## config.mk

```make
export PLATFORM = sky130hd
export DESIGN_NAME = capture_pair_frequency_meter
export DESIGN_NICKNAME = d
export VERILOG_FILES = /design/src/design/cpfm_pkg.sv /design/src/design/cpfm_dpath.sv /design/src/design/cpfm_ctrl.sv /design/src/design/capture_pair_frequency_meter.sv
export SDC_FILE = /design/constraint.sdc
export NUM_CORES = 1
export LEC_CHECK = 0
export BUFFER_PORTS_ARGS = -buffer_cell sky130_fd_sc_hd__buf_2
export CORE_MARGIN = 2
export CORE_UTILIZATION = 55
export CTS_BUF_LIST = sky130_fd_sc_hd__clkbuf_2 sky130_fd_sc_hd__clkbuf_4 sky130_fd_sc_hd__clkbuf_8
export DETAILED_ROUTE_END_ITERATION = 10
export GPL_ROUTABILITY_DRIVEN = 1
export PLACE_DENSITY = 0.79
export RECOVER_POWER = 50
export SLEW_MARGIN = 0
export SYNTH_ARGS = -nofsm -noshare
export SYNTH_HDL_FRONTEND = slang
export SYNTH_SLANG_ARGS = --single-unit
```

## constraint.sdc

```tcl
create_clock -name i_clk -period 3.2 [get_ports i_clk]
set_clock_uncertainty 0.05 [all_clocks]
set_input_delay 0.16 -clock i_clk [delete_from_list [all_inputs] [get_ports i_clk]]
set_output_delay 0.16 -clock i_clk [all_outputs]
set_load 0.01 [all_outputs]
```

## src/design/cpfm_pkg.sv

```systemverilog
// Shared constants and controller/datapath interface types for the capture pair
// frequency meter. No dependencies.
package cpfm_pkg;

    localparam int CAP_W    = 16;             // capture value and period width
    localparam int CLK_W    = 28;             // timer clock register width
    localparam int FREQ_W   = 30;             // frequency result width
    localparam int COUNTER_BITS    = 16;      // width of the capture timer counter
    localparam int PRESCALE_FACTOR = 4;       // capture input prescale

    localparam logic [CLK_W-1:0] CLK_RESET = CLK_W'(72000000);

    // The period wraps at the counter width, never wider than a capture value.
    localparam int PERIOD_W = (COUNTER_BITS < CAP_W) ? COUNTER_BITS : CAP_W;
    localparam logic [CAP_W-1:0] PERIOD_MASK = CAP_W'((33'd1 << PERIOD_W) - 33'd1);

    // Divider: one quotient bit per step, one step per clock bit.
    localparam int DIV_STEPS = CLK_W;
    localparam int DCNT_W    = $clog2(DIV_STEPS);

    localparam int PS_W   = $clog2(PRESCALE_FACTOR + 1);
    localparam int PROD_W = CLK_W + PS_W + 1;
    localparam logic [FREQ_W-1:0] FREQ_MAX = '1;

    localparam logic OP_CAPTURE = 1'b0;
    localparam logic OP_CLEAR   = 1'b1;

    typedef struct packed {
        logic accept;     // take the input request and update the pairing state
        logic div_step;   // one restoring division step
        logic scale;      // apply prescale and saturation, store the frequency
        logic out_load;   // move the result registers into the output register
    } t_cmd;

    typedef struct packed {
        logic need_div;   // the request completes a pair with a nonzero period
        logic div_last;   // the current division step is the final one
    } t_sts;

endpackage

```

## src/design/cpfm_dpath.sv

```systemverilog
// Datapath of the capture pair frequency meter: pairing state, period,
// bit-serial divider, prescale and output register. Depends on cpfm_pkg.
module cpfm_dpath (
    input  logic                          i_clk,
    input  logic                          i_rst_n,
    input  logic                          i_cfg_wr_en,
    input  logic [cpfm_pkg::CLK_W-1:0]    i_cfg_wr_data,
    input  logic                          i_opcode,
    input  logic [cpfm_pkg::CAP_W-1:0]    i_capture_value,
    input  cpfm_pkg::t_cmd                i_cmd,
    output cpfm_pkg::t_sts                o_sts,
    output logic [cpfm_pkg::FREQ_W-1:0]   o_frequency_hz,
    output logic [cpfm_pkg::CAP_W-1:0]    o_period_ticks,
    output logic                          o_updated,
    output logic                          o_zero_period
);

    logic [cpfm_pkg::CLK_W-1:0]  r_clk_hz;
    logic                        r_phase;
    logic [cpfm_pkg::CAP_W-1:0]  r_first;
    logic [cpfm_pkg::CAP_W-1:0]  r_period;
    logic [cpfm_pkg::FREQ_W-1:0] r_freq;
    logic                        r_upd;
    logic                        r_zero;
    logic [cpfm_pkg::CAP_W-1:0]  r_rem;
    logic [cpfm_pkg::CLK_W-1:0]  r_quo;
    logic [cpfm_pkg::DCNT_W-1:0] r_cnt;
    logic [cpfm_pkg::FREQ_W-1:0] r_out_freq;
    logic [cpfm_pkg::CAP_W-1:0]  r_out_period;
    logic                        r_out_upd;
    logic                        r_out_zero;

    logic [cpfm_pkg::CAP_W-1:0]  diff;
    logic [cpfm_pkg::CAP_W:0]    trial;
    logic                        fits;
    logic [cpfm_pkg::PROD_W-1:0] prod;

    assign diff  = (i_capture_value - r_first) & cpfm_pkg::PERIOD_MASK;
    assign trial = {r_rem, r_quo[cpfm_pkg::CLK_W-1]};
    assign fits  = (trial >= {1'b0, r_period});
    assign prod  = cpfm_pkg::PROD_W'(r_quo)
                 * cpfm_pkg::PROD_W'(cpfm_pkg::PRESCALE_FACTOR);

    assign o_sts.need_div = (i_opcode == cpfm_pkg::OP_CAPTURE) && r_phase && (diff != '0);
    assign o_sts.div_last = (r_cnt == cpfm_pkg::DCNT_W'(cpfm_pkg::DIV_STEPS - 1));

    always_ff @(posedge i_clk) begin
        if (!i_rst_n) begin
            r_clk_hz <= cpfm_pkg::CLK_RESET;
            r_phase  <= 1'b0;
            r_first  <= '0;
            r_period <= '0;
            r_freq   <= '0;
            r_upd    <= 1'b0;
            r_zero   <= 1'b0;
            r_cnt    <= '0;
        end else begin
            if (i_cfg_wr_en) begin
                r_clk_hz <= i_cfg_wr_data;
            end
            if (i_cmd.accept) begin
                r_upd  <= 1'b0;
                r_zero <= 1'b0;
                if (i_opcode == cpfm_pkg::OP_CLEAR) begin
                    r_phase <= 1'b0;
                    r_freq  <= '0;
                end else if (!r_phase) begin
                    r_first <= i_capture_value;
                    r_phase <= 1'b1;
                end else begin
                    r_phase  <= 1'b0;
                    r_period <= diff;
                    r_upd    <= 1'b1;
                    r_cnt    <= '0;
                    if (diff == '0) begin
                        r_zero <= 1'b1;
                        r_freq <= '0;
                    end
                end
            end
            if (i_cmd.div_step) begin
                r_cnt <= r_cnt + 1'b1;
            end
            if (i_cmd.scale) begin
                r_freq <= (prod > cpfm_pkg::PROD_W'(cpfm_pkg::FREQ_MAX))
                        ? cpfm_pkg::FREQ_MAX : prod[cpfm_pkg::FREQ_W-1:0];
            end
        end
    end

    // Restoring divider: the dividend shifts out of r_quo as quotient bits shift in.
    always_ff @(posedge i_clk) begin
        if (i_cmd.accept) begin
            r_rem <= '0;
            r_quo <= r_clk_hz;
        end else if (i_cmd.div_step) begin
            r_rem <= fits ? cpfm_pkg::CAP_W'(trial - {1'b0, r_period})
                          : trial[cpfm_pkg::CAP_W-1:0];
            r_quo <= {r_quo[cpfm_pkg::CLK_W-2:0], fits};
        end
    end

    always_ff @(posedge i_clk) begin
        if (i_cmd.out_load) begin
            r_out_freq   <= r_freq;
            r_out_period <= r_period;
            r_out_upd    <= r_upd;
            r_out_zero   <= r_zero;
        end
    end

    assign o_frequency_hz = r_out_freq;
    assign o_period_ticks = r_out_period;
    assign o_updated      = r_out_upd;
    assign o_zero_period  = r_out_zero;

endmodule

```

## src/design/cpfm_ctrl.sv

```systemverilog
// Controller of the capture pair frequency meter: sequences acceptance,
// division, scaling and result hand-off. Depends on cpfm_pkg.
module cpfm_ctrl (
    input  logic           i_clk,
    input  logic           i_rst_n,
    input  logic           i_in_valid,
    output logic           o_in_ready,
    output logic           o_out_valid,
    input  logic           i_out_ready,
    input  cpfm_pkg::t_sts i_sts,
    output cpfm_pkg::t_cmd o_cmd
);

    typedef enum logic [1:0] {
        S_IDLE,
        S_DIV,
        S_SCALE,
        S_EMIT
    } t_state;

    t_state r_state;
    logic   r_out_valid;
    logic   out_free;

    assign out_free          = !r_out_valid || i_out_ready;
    assign o_in_ready        = (r_state == S_IDLE);
    assign o_out_valid       = r_out_valid;
    assign o_cmd.accept      = i_in_valid && (r_state == S_IDLE);
    assign o_cmd.div_step    = (r_state == S_DIV);
    assign o_cmd.scale       = (r_state == S_SCALE);
    assign o_cmd.out_load    = (r_state == S_EMIT) && out_free;

    always_ff @(posedge i_clk) begin
        if (!i_rst_n) begin
            r_state     <= S_IDLE;
            r_out_valid <= 1'b0;
        end else begin
            if (o_cmd.out_load) begin
                r_out_valid <= 1'b1;
            end else if (i_out_ready) begin
                r_out_valid <= 1'b0;
            end
            unique case (r_state)
                S_IDLE: begin
                    if (o_cmd.accept) begin
                        r_state <= i_sts.need_div ? S_DIV : S_EMIT;
                    end
                end
                S_DIV: begin
                    if (i_sts.div_last) begin
                        r_state <= S_SCALE;
                    end
                end
                S_SCALE: begin
                    r_state <= S_EMIT;
                end
                S_EMIT: begin
                    if (out_free) begin
                        r_state <= S_IDLE;
                    end
                end
                default: begin
                    r_state <= S_IDLE;
                end
            endcase
        end
    end

`ifndef SYNTHESIS
    a_no_overwrite: assert property (@(posedge i_clk) disable iff (!i_rst_n)
        (o_cmd.out_load && r_out_valid) |-> i_out_ready)
        else $error("pending result overwritten");

    a_busy_after_accept: assert property (@(posedge i_clk) disable iff (!i_rst_n)
        o_cmd.accept |=> !o_in_ready)
        else $error("new request taken before the previous one finished");

    a_div_then_scale: assert property (@(posedge i_clk) disable iff (!i_rst_n)
        (o_cmd.div_step && i_sts.div_last) |=> o_cmd.scale)
        else $error("scaling did not follow the last division step");

    a_load_sets_valid: assert property (@(posedge i_clk) disable iff (!i_rst_n)
        o_cmd.out_load |=> o_out_valid)
        else $error("loaded result not presented");
`endif

endmodule

```

## src/design/capture_pair_frequency_meter.sv

```systemverilog
// Top level of the capture pair frequency meter: controller plus datapath.
// Depends on cpfm_pkg, cpfm_ctrl and cpfm_dpath.
//
// Usage: requests arrive on the input channel (i_in_valid / o_in_ready) with
// an opcode (capture or clear) and a 16-bit capture value. Every request yields
// exactly one result on the output channel (o_out_valid / i_out_ready) holding
// the latest frequency, latest period, and the updated and zero-period flags.
// The timer clock register is written through i_cfg_wr_en / i_cfg_wr_data;
// the user must do so only while the block is idle; the block does not check.
// A request that completes a pair with a nonzero period passes through the 28
// steps of the bit-serial divider, a scaling step and the output load before
// its result is presented; any other request goes straight to the output load.
// The divider produces one quotient bit per cycle over the 28-bit clock value.
// A new request is taken only once the previous result sits in the output
// register. When the receiver stalls, the result waits in the output register
// and the next request is still taken; its own result then waits for that slot.
// Reset clears the pairing state, period, frequency and output valid, and
// restores the timer clock register to 72 MHz.
module capture_pair_frequency_meter (
    input  logic                          i_clk,
    input  logic                          i_rst_n,
    input  logic                          i_cfg_wr_en,
    input  logic [cpfm_pkg::CLK_W-1:0]    i_cfg_wr_data,
    input  logic                          i_in_valid,
    output logic                          o_in_ready,
    input  logic                          i_opcode,
    input  logic [cpfm_pkg::CAP_W-1:0]    i_capture_value,
    output logic                          o_out_valid,
    input  logic                          i_out_ready,
    output logic [cpfm_pkg::FREQ_W-1:0]   o_frequency_hz,
    output logic [cpfm_pkg::CAP_W-1:0]    o_period_ticks,
    output logic                          o_updated,
    output logic                          o_zero_period
);

    cpfm_pkg::t_cmd cmd;
    cpfm_pkg::t_sts sts;

    cpfm_ctrl u_ctrl (
        .i_clk       (i_clk),
        .i_rst_n     (i_rst_n),
        .i_in_valid  (i_in_valid),
        .o_in_ready  (o_in_ready),
        .o_out_valid (o_out_valid),
        .i_out_ready (i_out_ready),
        .i_sts       (sts),
        .o_cmd       (cmd)
    );

    cpfm_dpath u_dpath (
        .i_clk           (i_clk),
        .i_rst_n         (i_rst_n),
        .i_cfg_wr_en     (i_cfg_wr_en),
        .i_cfg_wr_data   (i_cfg_wr_data),
        .i_opcode        (i_opcode),
        .i_capture_value (i_capture_value),
        .i_cmd           (cmd),
        .o_sts           (sts),
        .o_frequency_hz  (o_frequency_hz),
        .o_period_ticks  (o_period_ticks),
        .o_updated       (o_updated),
        .o_zero_period   (o_zero_period)
    );

endmodule

```

==> results of run 1 <==
-- flip-flops by register name, indices dropped and copies added (netlist names), 16 cells and up --
register                cells
u_dpath.r_freq             28
u_dpath.r_clk_hz           28
u_dpath.r_first            16
u_dpath.r_quo              28
u_dpath.r_rem              16
u_dpath.r_period           16
u_dpath.o_period_ticks     16
u_dpath.o_frequency_hz     28
-- area by class of cell --
cell class	instances	area share, %
antenna	1	0.02264
clock buffer	21	2.558
timing repair buffer	181	11.33
multi-input combinational	589	39.01
tap	220	2.490
inverter	75	2.547
sequential	189	40.94
clock inverter	11	1.098
-- power groups by stage --
stage,Sequential [mW],Combinational (mW),Clock [mW]
6_report,3.66,3.40,1.61
5_1_grt,3.72,3.75,1.72
4_1_cts,3.63,3.24,1.63
3_5_place_dp,3.68,3.17,0
3_3_place_gp,3.67,3.10,0
2_1_floorplan,3.63,2.34,0
-- critical path, delay by kind of cell, from the launching register on --
family	cells	cell delay [ns]
AND/OR/NAND/NOR	3	0.90
AO/OA/AOI/OAI	4	0.50
adder cells (fa/ha/maj)	2	0.51
XOR/XNOR	1	0.22
buffers and inverters	4	0.51
flip-flops	1	0.37
-- cell families after synthesis --
group | after synthesis | share of synthesized area [%]
adders and majority gates | 38 | 5.380
and+or+nand+nor | 245 | 12.56
xor gates and xnor gates | 21 | 2.018
buffers and inverters | 128 | 6.053
muxes | 57 | 6.657
DFF | 189 | 49.63
other | 1 | 0.04114
AOI/OAI and AO/OA | 226 | 17.66
-- worst paths after layout --
kind,to,slack [ns],from,depth (start not counted)
min,u_dpath.r_phase,0.04,i_in_valid,4
max reg2reg,u_dpath.r_freq[24],0.009,u_dpath.r_first[0],14
min reg2reg,u_dpath.o_updated,0.39,u_dpath.r_upd,0
max,u_dpath.r_freq[24],0.009,u_dpath.r_first[0],14
-- layer usage --
layer  track usage, %  vias up  share of wire (%)
met5                0        -                  0
met4            10.51        0                3.3
met3            5.057       62                5.9
met2            40.10      290                 47
met1            31.96     3500                 44
li1                 -     3578                  -
-- metrics by stage --
step | std cells | power [mW] | setup WS, ns | TNS, ns
after detailed placement | 1193 | 6.851 | -0.1045 | -2.294
after CTS | 1280 | 8.497 | -0.01825 | -0.2571
final | 1287 | 8.674 | 0.009481 | 0
after global placement | 1193 | 6.762 | 0.006239 | 0
after global routing | 1286 | 9.193 | -0.08587 | -1.878
after floorplan | 906 | 5.968 | 0.004277 | 0
-- cells in the mapped netlist (5+ instances only) --
| cell type | instances | area (um^2) |
|---|---|---|
| dfxtp_1 | 115 | 2302 |
| nand2_1 | 82 | 307.8 |
| edfxtp_1 | 74 | 2222 |
| inv_1 | 74 | 277.8 |
| nor2_1 | 70 | 262.8 |
| a21oi_1 | 51 | 255.2 |
| clkbuf_1 | 38 | 142.6 |
| ha_1 | 36 | 450.4 |
| o21ai_0 | 34 | 170.2 |
| mux2_2 | 29 | 326.6 |
| a22oi_1 | 28 | 210.2 |
| mux2i_1 | 28 | 280.3 |
| nand3_1 | 24 | 120.1 |
| o41ai_1 | 24 | 210.2 |
| nor3_1 | 19 | 95.09 |
| xnor2_1 | 15 | 131.4 |
| a211oi_1 | 13 | 97.59 |
| a31oi_1 | 13 | 81.33 |
| o21a_1 | 12 | 90.09 |
| nor2b_1 | 8 | 50.05 |
| a21o_1 | 6 | 45.04 |
| nand3b_1 | 6 | 45.04 |
| nand4_1 | 6 | 37.54 |
| xor2_1 | 6 | 52.55 |
| and2_1 | 5 | 31.28 |
| o211ai_1 | 5 | 37.54 |
| o41ai_2 | 5 | 81.33 |
-- what timing repair did --
action	in CTS	in global routing
endpoints found under the hold margin	45	0
gates resized for setup	6	37
setup buffers	2	4
hold buffers	52	0
endpoints found under the setup margin	28	29
cloned	1	2
pin swaps	7	2
==> key figures, run 1 <==
STA
  – Post-route minimum period: 3.191 ns
  – Final hold vios: 0
  – Fin. max-slew vios: 46
  – Final setup fails: 0
  – Final Cycle Share: ~100%
  – RSZ-0062 raised after global routing: true
  – Slew HR: -43.95%
  – Fmax: about 310 MHz
  – Least-Margin Pin Slew: 2.159 ns
  – Worst hold slack: roughly 0.037 ns

Final layout
  – Fillers: 1,219
  – Area taken by multi-input logic gates: ~4300 um^2
  – Final instance area: between 10,000 and 15,000 um^2
  – Layout cell share with drive strength beyond 1: 18.20%
  – Most frequent cells in the layout: dfxtp_1 (114), nand2_1 (81), edfxtp_1 (74)
  – Area growth syn-to-layout: 21.25%
  – Layout Utilization: about two thirds
  – Flip-flop and latch area: 4526 um^2
  – Nets@finish: approximately 1,100
  – Commonest non-fill, non-tap cell in the layout: dfxtp_1

Detailed routing
  – Initial DRC Count: just under 600
  – Vias/cell: 5.773
  – # DRC: 0
  – Routed Antenna Nets: 0
  – DRT Wirelength: approximately 22,000 um
  – WL per Instance: 17.06 um
  – Vias post-DR: around 7,400
  – DRT Pass-1 Iters: 5

Global route
  – Initial antenna violation count: 1
  – GRT Residual Overflow: 0
  – First-pass GRT wire length: around 35,000 um
  – GRT Overall Usage: approximately 25%
  – Largest net degree at the start of global routing: 62
  – Number of global-route vias before repair: 7,131

Synthesis
  – Post-synth ARST share: 0%
  – Warnings from Yosys: 0
  – Synthesized flop and latch total: between 150 and 200
  – Avg Inst Size Synth: between 10 and 15 um^2
  – Mapped Cells: around 900
  – Top_reg_cell synth: dfxtp_1
  – EDFF count, synth: 74
  – Seq/Total Area, Yosys: 49.63%
  – Syn Std Cell Area: about 9100 um^2
  – Netlist cell types: 75

Pwr
  – Clock power frac: 18.6%
  – Leakage: ~4.2 nW
  – PD cells: roughly 780 nW/um^2
  – Logic pwr share: 39.2%
  – Sw frac: a little under two fifths
  – Switching pwr: between 3 and 4 mW
  – Seq pwr share: 42.2%
  – P_int: 5.406 mW
  – Worst VDD drop: 413.9 uV

Die
  – Ports: 100
  – FP Rows: 47
  – Chip height: between 100 and 150 um
  – Die W: between 100 and 150 um
  – Initial Util: a little under three fifths
  – Core Area: around 16,000 um^2
  – Die ar.: between 15,000 and 20,000 um^2

Clock tree
  – TritonCTS clock tree: yes
  – Sink Count: 189
  – Root buffer cell: clkbuf_8
  – CTS H-tree depth: 4
  – Clock tree buffer depth: 2
  – Skew-Pair Late Insertion Delay: 0.47 ns
  – CTS clk-pin slew, worst paths: about 0.10 ns
  – CTS Buf Count: 17

Run status
  – Status: finished, violations left
  – Failing checks: max-capacitance violations, max-slew violations

Placed design
  – Port bufs: 97
  – Detail Placement HPWL: 13,280 um
  – Placer Congestion: roughly 0.91
  – Post-placement cell area: 9832 um^2

Worst setup path
  – Worst-path maximum fanout: 7
  – Worst Setup End Kind: flip-flop
  – CP Launch Type: flip-flop
  – Crit path cell chain: ha_4 -> inv_2 -> fa_2 -> buf_4 -> a21o_1 -> nand4_1 -> a31oi_1 -> xnor2_1 -> o21ai_0 -> or4_4 -> nor3_4 -> buf_6 -> clkbuf_16 -> o41ai_2
  – Crit path kind: flip-flop to flip-flop
  – Worst endpoint data arrival time: around 3.5 ns
  – Largest stage delay, worst path: 0.59 ns
  – WP data required: 3.48 ns
  – Slowest CP cell: or4_4

Min path
  – Hold crit path type: primary input to flip-flop

Flow run
  – Max_cap viols: 2
(Power assumes the default switching activity.)
==> run 2, diff against run 1 <==
--- a/config.mk
+++ b/config.mk
@@ -6,6 +6,7 @@
 export NUM_CORES = 1
 export LEC_CHECK = 0
 export BUFFER_PORTS_ARGS = -buffer_cell sky130_fd_sc_hd__buf_2
+export CORE_ASPECT_RATIO = 1.5
 export CORE_MARGIN = 2
 export CORE_UTILIZATION = 55
 export CTS_BUF_LIST = sky130_fd_sc_hd__clkbuf_2 sky130_fd_sc_hd__clkbuf_4 sky130_fd_sc_hd__clkbuf_8
==> key figures, run 2 (same netlist as run 1, synthesis figures left out) <==
Run status
  – Status: finished, violations left (unchanged)
  – Failing checks: max-capacitance violations, max-slew violations (unchanged)

Global route
  – Number of global-route vias before repair: 7,221 (was 7,131)
  – GRT Residual Overflow: 0 (unchanged)
  – Initial antenna violation count: 1 (unchanged)
  – Largest net degree at the start of global routing: 54 (was 62)
  – First-pass GRT wire length: 35,310 um (was 34,770 um)
  – GRT Overall Usage: 25.69% (was 24.60%)

STA
  – Setup TNS Final: 0 ns (unchanged)
  – Final setup fails: 0 (unchanged)
  – Final Cycle Share: 97.34% (was 99.70%)
  – Final hold vios: 0 (unchanged)
  – Post-route minimum period: 3.115 ns (was 3.191 ns)
  – Least-Margin Pin Slew: 1.554 ns (was 2.159 ns)
  – Fmax: 321.0 MHz (was 313.4 MHz)
  – Final setup margin: 0.08516 ns (was 0.009481 ns)
  – RSZ-0062 raised after global routing: true (unchanged)
  – Slew HR: -3.822% (was -43.95%)
  – Fin. max-slew vios: 18 (was 46)

Die
  – Initial Util: 56.31% (was 55.56%)
  – Die ar.: 17,640 um^2 (was 17,620 um^2)
  – Chip height: 161.7 um (was 132.7 um)
  – Core Area: 16,190 um^2 (was 16,410 um^2)
  – Ports: 100 (unchanged)
  – FP Rows: 57 (was 47)
  – Die W: 109.1 um (was 132.7 um)

Detailed routing
  – Vias/cell: 5.836 (was 5.773)
  – Initial DRC Count: 516 (was 594)
  – WL per Instance: 17.71 um (was 17.06 um)
  – DRT Pass-1 Iters: 5 (unchanged)
  – # DRC: 0 (unchanged)
  – Routed Antenna Nets: 0 (unchanged)
  – Vias post-DR: 7,417 (was 7,430)
  – DRT Wirelength: 22,510 um (was 21,960 um)

Min path
  – Hold wc startpoint: i_in_valid (unchanged)
  – Hold Path Depth: 4 (unchanged)
  – Hold crit path type: primary input to flip-flop (unchanged)
  – Hold endpoint: u_dpath.r_phase (unchanged)

Worst setup path
  – R2R setup slack: 0.09 ns (was 0.009 ns)
  – Worst-path maximum fanout: 7 (unchanged)
  – WP data required: 3.49 ns (was 3.48 ns)
  – Worst reg2reg startpoint: u_dpath.r_first[0] (unchanged)
  – Crit path kind: flip-flop to flip-flop (unchanged)
  – Largest stage delay, worst path: 0.56 ns (was 0.59 ns)
  – Reg2reg path depth: 13 (was 14)
  – Worst endpoint data arrival time: 3.41 ns (was 3.48 ns)
  – CP Launch Type: flip-flop (unchanged)
  – Crit path cell chain: ha_4 -> inv_2 -> fa_2 -> a211oi_4 -> o21ai_2 -> a211oi_1 -> o221ai_1 -> xor2_1 -> or4_4 -> nor3_4 -> buf_12 -> clkbuf_16 -> o41ai_1 (was ha_4 -> inv_2 -> fa_2 -> buf_4 -> a21o_1 -> nand4_1 -> a31oi_1 -> xnor2_1 -> o21ai_0 -> or4_4 -> nor3_4 -> buf_6 -> clkbuf_16 -> o41ai_2)
  – Worst Setup End Kind: flip-flop (unchanged)
  – Slowest CP cell: or4_4 (unchanged)
  – R2r endpoint: u_dpath.r_freq[25] (was u_dpath.r_freq[24])

Clock tree
  – CTS clk-pin slew, worst paths: 0.10 ns (about the same)
  – Skew-Pair Late Insertion Delay: 0.48 ns (was 0.47 ns)
  – CTS Buf Count: 17 (unchanged)
  – Root buffer cell: clkbuf_8 (unchanged)
  – Clock tree buffer depth: 2 (unchanged)
  – Sink Count: 189 (unchanged)
  – CTS H-tree depth: 4 (unchanged)
  – TritonCTS clock tree: yes (unchanged)

Pwr
  – Leakage: 4.052 nW (was 4.181 nW)
  – Worst VDD drop: 387.4 uV (was 413.9 uV)
  – PD cells: 790.4 nW/um^2 (was 784.8 nW/um^2)
  – Tot Pwr: 8.568 mW (was 8.674 mW)

Final layout
  – Nets@finish: 1,140 (was 1,141)
  – Commonest non-fill, non-tap cell in the layout: dfxtp_1 (unchanged)
  – Layout Utilization: 66.96% (was 67.37%)
  – Area growth syn-to-layout: 18.91% (was 21.25%)
  – Most frequent cells in the layout: dfxtp_1 (114), nand2_1 (81), edfxtp_1 (74) (unchanged)
  – Layout cell share with drive strength beyond 1: 16.15% (was 18.20%)
  – Antenna diode count: 0 (was 1)

Placed design
  – Port bufs: 97 (unchanged)
  – Placer Congestion: 0.9042 (was 0.9063)
  – Detail Placement HPWL: 14,290 um (was 13,280 um)
  – Setup WS pre-CTS: -0.05961 ns (was -0.1045 ns)

Flow run
  – Max_cap viols: 1 (was 2)
==> run 2: cell count changes in the layout (fill, tap and decap cells not counted), moves of 2 or more <==
cell / change
inv_6: +2
o41ai_1: +20
clkbuf_8: -3
buf_6: -2
clkinv_4: -2
a21oi_1: -2
o41ai_2: -20
a21oi_2: +2
clkinv_2: +2
clkbuf_2: +2
==> run 2: final cells by class <==
| type | count | area, um^2 |
|---|---|---|
| Clock buffer | 19 | 249.0 |
| Clock inverter | 13 | 127.6 |
| Fill cell | 1232 | 5349 |
| Inverter | 75 | 281.5 |
| Multi-Input combinational cell | 589 | 4148 |
| Sequential cell | 189 | 4526 |
| Tap cell | 206 | 257.7 |
| Timing Repair Buffer | 180 | 1251 |
==> run 2: timing repair <==
item                       in CTS  in global routing
setup endpoints to repair      28                 31
setup buffers                   3                  1
hold endpoints to repair       47                  0
cloned                          1                  2
resized for setup               3                 17
pin swaps                       5                  5
hold buffers                   53                  0
==> run 2: worst max path at each step <==
stage	startpoint	to	depth (start not counted)
4_1_cts	u_dpath.r_first[0]	u_dpath.r_freq[26]	13
3_5_place_dp	u_dpath.r_first[0]	u_dpath.r_freq[26]	12
2_1_floorplan	u_dpath.r_first[0]	u_dpath.r_freq[11]	12
6_report	u_dpath.r_first[0]	u_dpath.r_freq[25]	13
5_1_grt	u_dpath.r_first[0]	u_dpath.r_freq[21]	13
3_3_place_gp	i_capture_value[0]	u_dpath.r_freq[3]	14
==> run 2: critical path: cells and delay by family (launching register included) <==
family,cells,cell delay [ns]
simple gates,2,0.73
flops,1,0.35
fa+ha+maj,2,0.50
compound gates,5,0.82
buf+inv,3,0.36
xor+xnor,1,0.18
==> run 2: through the flow <==
stage | hold WS [ns] | std cells | area, um^2
after global placement | 0.3300 | 1179 | 9797
after global routing | 0.06802 | 1271 | 10840
final | 0.04933 | 1271 | 10840
after CTS | 0.03496 | 1268 | 10770
after floorplan | 0.2381 | 906 | 9120
after detailed placement | 0.3381 | 1179 | 9797
==> run 2: layer usage <==
layer	up-vias	share of wire [%]	global-route usage (%)	routed length, um
li1	3575	-	-	-
met1	3553	39	29.49	8860
met2	239	53	46.36	11930
met3	48	5.1	5.177	1151
met4	2	2.5	9.382	554
met5	-	0.044	0	10
==> run 2: report_power, final <==
part	switching (mW)	internal (mW)	leakage, nW	total (mW)
Sequential	0.405	3.28	1.65	3.68
Combinational	1.96	1.37	2.21	3.33
Clock	0.902	0.654	0.197	1.56
==> run 3, diff against run 2 <==
--- a/config.mk
+++ b/config.mk
@@ -8,11 +8,11 @@
 export BUFFER_PORTS_ARGS = -buffer_cell sky130_fd_sc_hd__buf_2
 export CORE_ASPECT_RATIO = 1.5
 export CORE_MARGIN = 2
-export CORE_UTILIZATION = 55
+export CORE_UTILIZATION = 61
 export CTS_BUF_LIST = sky130_fd_sc_hd__clkbuf_2 sky130_fd_sc_hd__clkbuf_4 sky130_fd_sc_hd__clkbuf_8
 export DETAILED_ROUTE_END_ITERATION = 10
 export GPL_ROUTABILITY_DRIVEN = 1
-export PLACE_DENSITY = 0.79
+export PLACE_DENSITY = 0.82
 export RECOVER_POWER = 50
 export SLEW_MARGIN = 0
 export SYNTH_ARGS = -nofsm -noshare
==> constraint.sdc (replaced) <==
create_clock -name i_clk -period 3.1 [get_ports i_clk]
set_clock_uncertainty 0.05 [all_clocks]
set_input_delay 0.155 -clock i_clk [delete_from_list [all_inputs] [get_ports i_clk]]
set_output_delay 0.155 -clock i_clk [all_outputs]
set_load 0.01 [all_outputs]
==> key figures, run 3 (same netlist as run 1, synthesis figures left out) <==
Worst setup path
  – Worst endpoint data arrival time: 3.58 ns (was 3.41 ns)
  – Worst Setup End Kind: flip-flop (unchanged)
  – WP data required: 3.38 ns (was 3.49 ns)
  – CP Launch Type: flip-flop (unchanged)
  – Crit path kind: flip-flop to flip-flop (unchanged)
  – Worst-path maximum fanout: 14 (was 7)

STA
  – Fmax: 303.7 MHz (was 321.0 MHz)
  – Fin. max-slew vios: 0 (was 18)
  – Final Cycle Share: 106.2% (was 97.34%)
  – Worst hold slack: 0.07077 ns (was 0.04933 ns)
  – Least-Margin Pin Slew: 1.241 ns (was 1.554 ns)
  – Slew HR: 17.28% (was -3.822%)
  – Final hold vios: 0 (unchanged)
  – Post-route minimum period: 3.293 ns (was 3.115 ns)
  – RSZ-0062 raised after global routing: true (unchanged)
  – Final setup fails: 29 (was 0)
  – Final setup margin: -0.1930 ns (was 0.08516 ns)

Clock tree
  – CTS H-tree depth: 4 (unchanged)
  – Skew-Pair Late Insertion Delay: 0.48 ns (about the same)
  – Root buffer cell: clkbuf_8 (unchanged)
  – Sink Count: 189 (unchanged)
  – CTS clk-pin slew, worst paths: 0.09 ns (was 0.10 ns)
  – CTS Buf Count: 17 (unchanged)
  – TritonCTS clock tree: yes (unchanged)
  – Clock tree buffer depth: 2 (unchanged)

Detailed routing
  – Initial DRC Count: 396 (was 516)
  – DRT Pass-1 Iters: 4 (was 5)
  – DRT Wirelength: 22,600 um (was 22,510 um)
  – Vias/cell: 5.932 (was 5.836)
  – WL per Instance: 17.83 um (was 17.71 um)
  – Vias post-DR: 7,522 (was 7,417)
  – # DRC: 0 (unchanged)
  – Routed Antenna Nets: 0 (unchanged)

Pwr
  – PD cells: 833.9 nW/um^2 (was 790.4 nW/um^2)
  – Worst VDD drop: 419.8 uV (was 387.4 uV)
  – Leakage: 4.070 nW (was 4.052 nW)

Final layout
  – Antenna diode count: 0 (unchanged)
  – Nets@finish: 1,148 (was 1,140)
  – Final instance area: 10,860 um^2 (was 10,840 um^2)
  – Fillers: 1,024 (was 1,232)
  – Most frequent cells in the layout: dfxtp_1 (114), nand2_1 (82), edfxtp_1 (74) (was dfxtp_1 (114), nand2_1 (81), edfxtp_1 (74))
  – Layout cell share with drive strength beyond 1: 15.76% (was 16.15%)
  – Layout Utilization: 74.42% (was 66.96%)
  – Commonest non-fill, non-tap cell in the layout: dfxtp_1 (unchanged)
  – Area growth syn-to-layout: 19.13% (was 18.91%)

Global route
  – Initial antenna violation count: 0 (was 1)
  – Number of global-route vias before repair: 7,345 (was 7,221)
  – First-pass GRT wire length: 36,140 um (was 35,310 um)
  – GRT Residual Overflow: 0 (unchanged)
  – Largest net degree at the start of global routing: 46 (was 54)
  – GRT Overall Usage: 28.22% (was 25.69%)

Min path
  – Hold crit path type: primary input to flip-flop (unchanged)

Placed design
  – Placer Congestion: 0.9274 (was 0.9042)
  – Post-placement cell area: 9901 um^2 (was 9797 um^2)
  – Detail Placement HPWL: 14,450 um (was 14,290 um)
  – Port bufs: 97 (unchanged)

Die
  – Ports: 100 (unchanged)
  – FP Rows: 54 (was 57)
  – Die ar.: 15,960 um^2 (was 17,640 um^2)
  – Chip height: 153.7 um (was 161.7 um)
  – Die W: 103.8 um (was 109.1 um)
  – Core Area: 14,590 um^2 (was 16,190 um^2)
  – Initial Util: 62.47% (was 56.31%)

Flow run
  – Max_cap viols: 0 (was 1)

Run status
  – Status: finished, violations left (unchanged)
  – Failing checks: negative setup slack (was max-capacitance violations, max-slew violations)
==> run 3: cell types whose count changed in the layout (fill, tap and decap cells not counted), sizes merged <==
cell and change:
inv -1, bufinv +2, clkinvlp -1, clkbuf -1, buf +7, clkinv +1
==> run 3: worst paths after layout <==
kind	from	endpoint	slack, ns	cells past startpoint
worst max register to register	u_dpath.r_first[0]	u_dpath.r_freq[17]	-0.19	13
worst min-delay path	i_capture_value[0]	u_dpath.r_period[0]	0.07	4
worst max-delay path	u_dpath.r_first[0]	u_dpath.r_freq[17]	-0.19	13
worst min register to register	u_dpath.r_period[11]	u_dpath.o_period_ticks[11]	0.39	0
==> run 3: timing repair <==
| item | in CTS | in global routing |
|---|---|---|
| resized for setup | 2 | 10 |
| hold buffers | 53 | 0 |
| hold endpoints to repair | 46 | 0 |
| pin swaps | 0 | 3 |
| setup endpoints to repair | 28 | 35 |
| setup buffers | 0 | 3 |
| cloned | 0 | 1 |
==> run 3: routing by layer <==
metal / part of all wire (%) / GRT usage [%] / vias to the layer above
met4: 3.7 / 12.23 / 0
met2: 52 / 51.35 / 258
met5: 0 / 0 / -
met1: 39 / 32.22 / 3612
li1: - / - / 3586
met3: 4.9 / 5.214 / 66
==> run 3: through the flow <==
stage	power (mW)	worst slack, ns	setup TNS, ns	instances
after floorplan	6.160	0.01349	0	906
after global placement	7.090	-0.009069	-0.1814	1180
after detailed placement	7.200	-0.09114	-2.060	1180
after CTS	8.987	-0.07200	-1.143	1264
after global routing	9.576	-0.2774	-7.450	1268
final	9.056	-0.1930	-5.061	1268
==> run 3: critical path, cell delays in order (launching register included) <==
cell and delay (ns):
dfxtp_2 0.36, ha_4 0.13, inv_2 0.03, fa_2 0.37, a211oi_4 0.34, o21ai_4 0.12
and3_2 0.20, nor3_1 0.27, nand4_1 0.15, or4_4 0.55, nor3_4 0.18, buf_6 0.15
clkbuf_16 0.18, o41ai_1 0.07
==> run 3: area by class of cell <==
class                           instances  area [um^2]  area share [%]
Clock buffer                           17        234.0           2.154
Inverter                               75        281.5           2.592
Timing Repair Buffer                  188         1270           11.69
Clock inverter                         14        181.4           1.671
Multi-Input combinational cell        589         4123           37.96
Sequential cell                       189         4526           41.67
Tap cell                              196        245.2           2.258
==> run 3: where the power goes <==
part	switching, mW	internal (mW)
Sequential	0.413	3.38
Clock	0.915	0.814
Combinational	2.04	1.49
Total	3.37	5.69
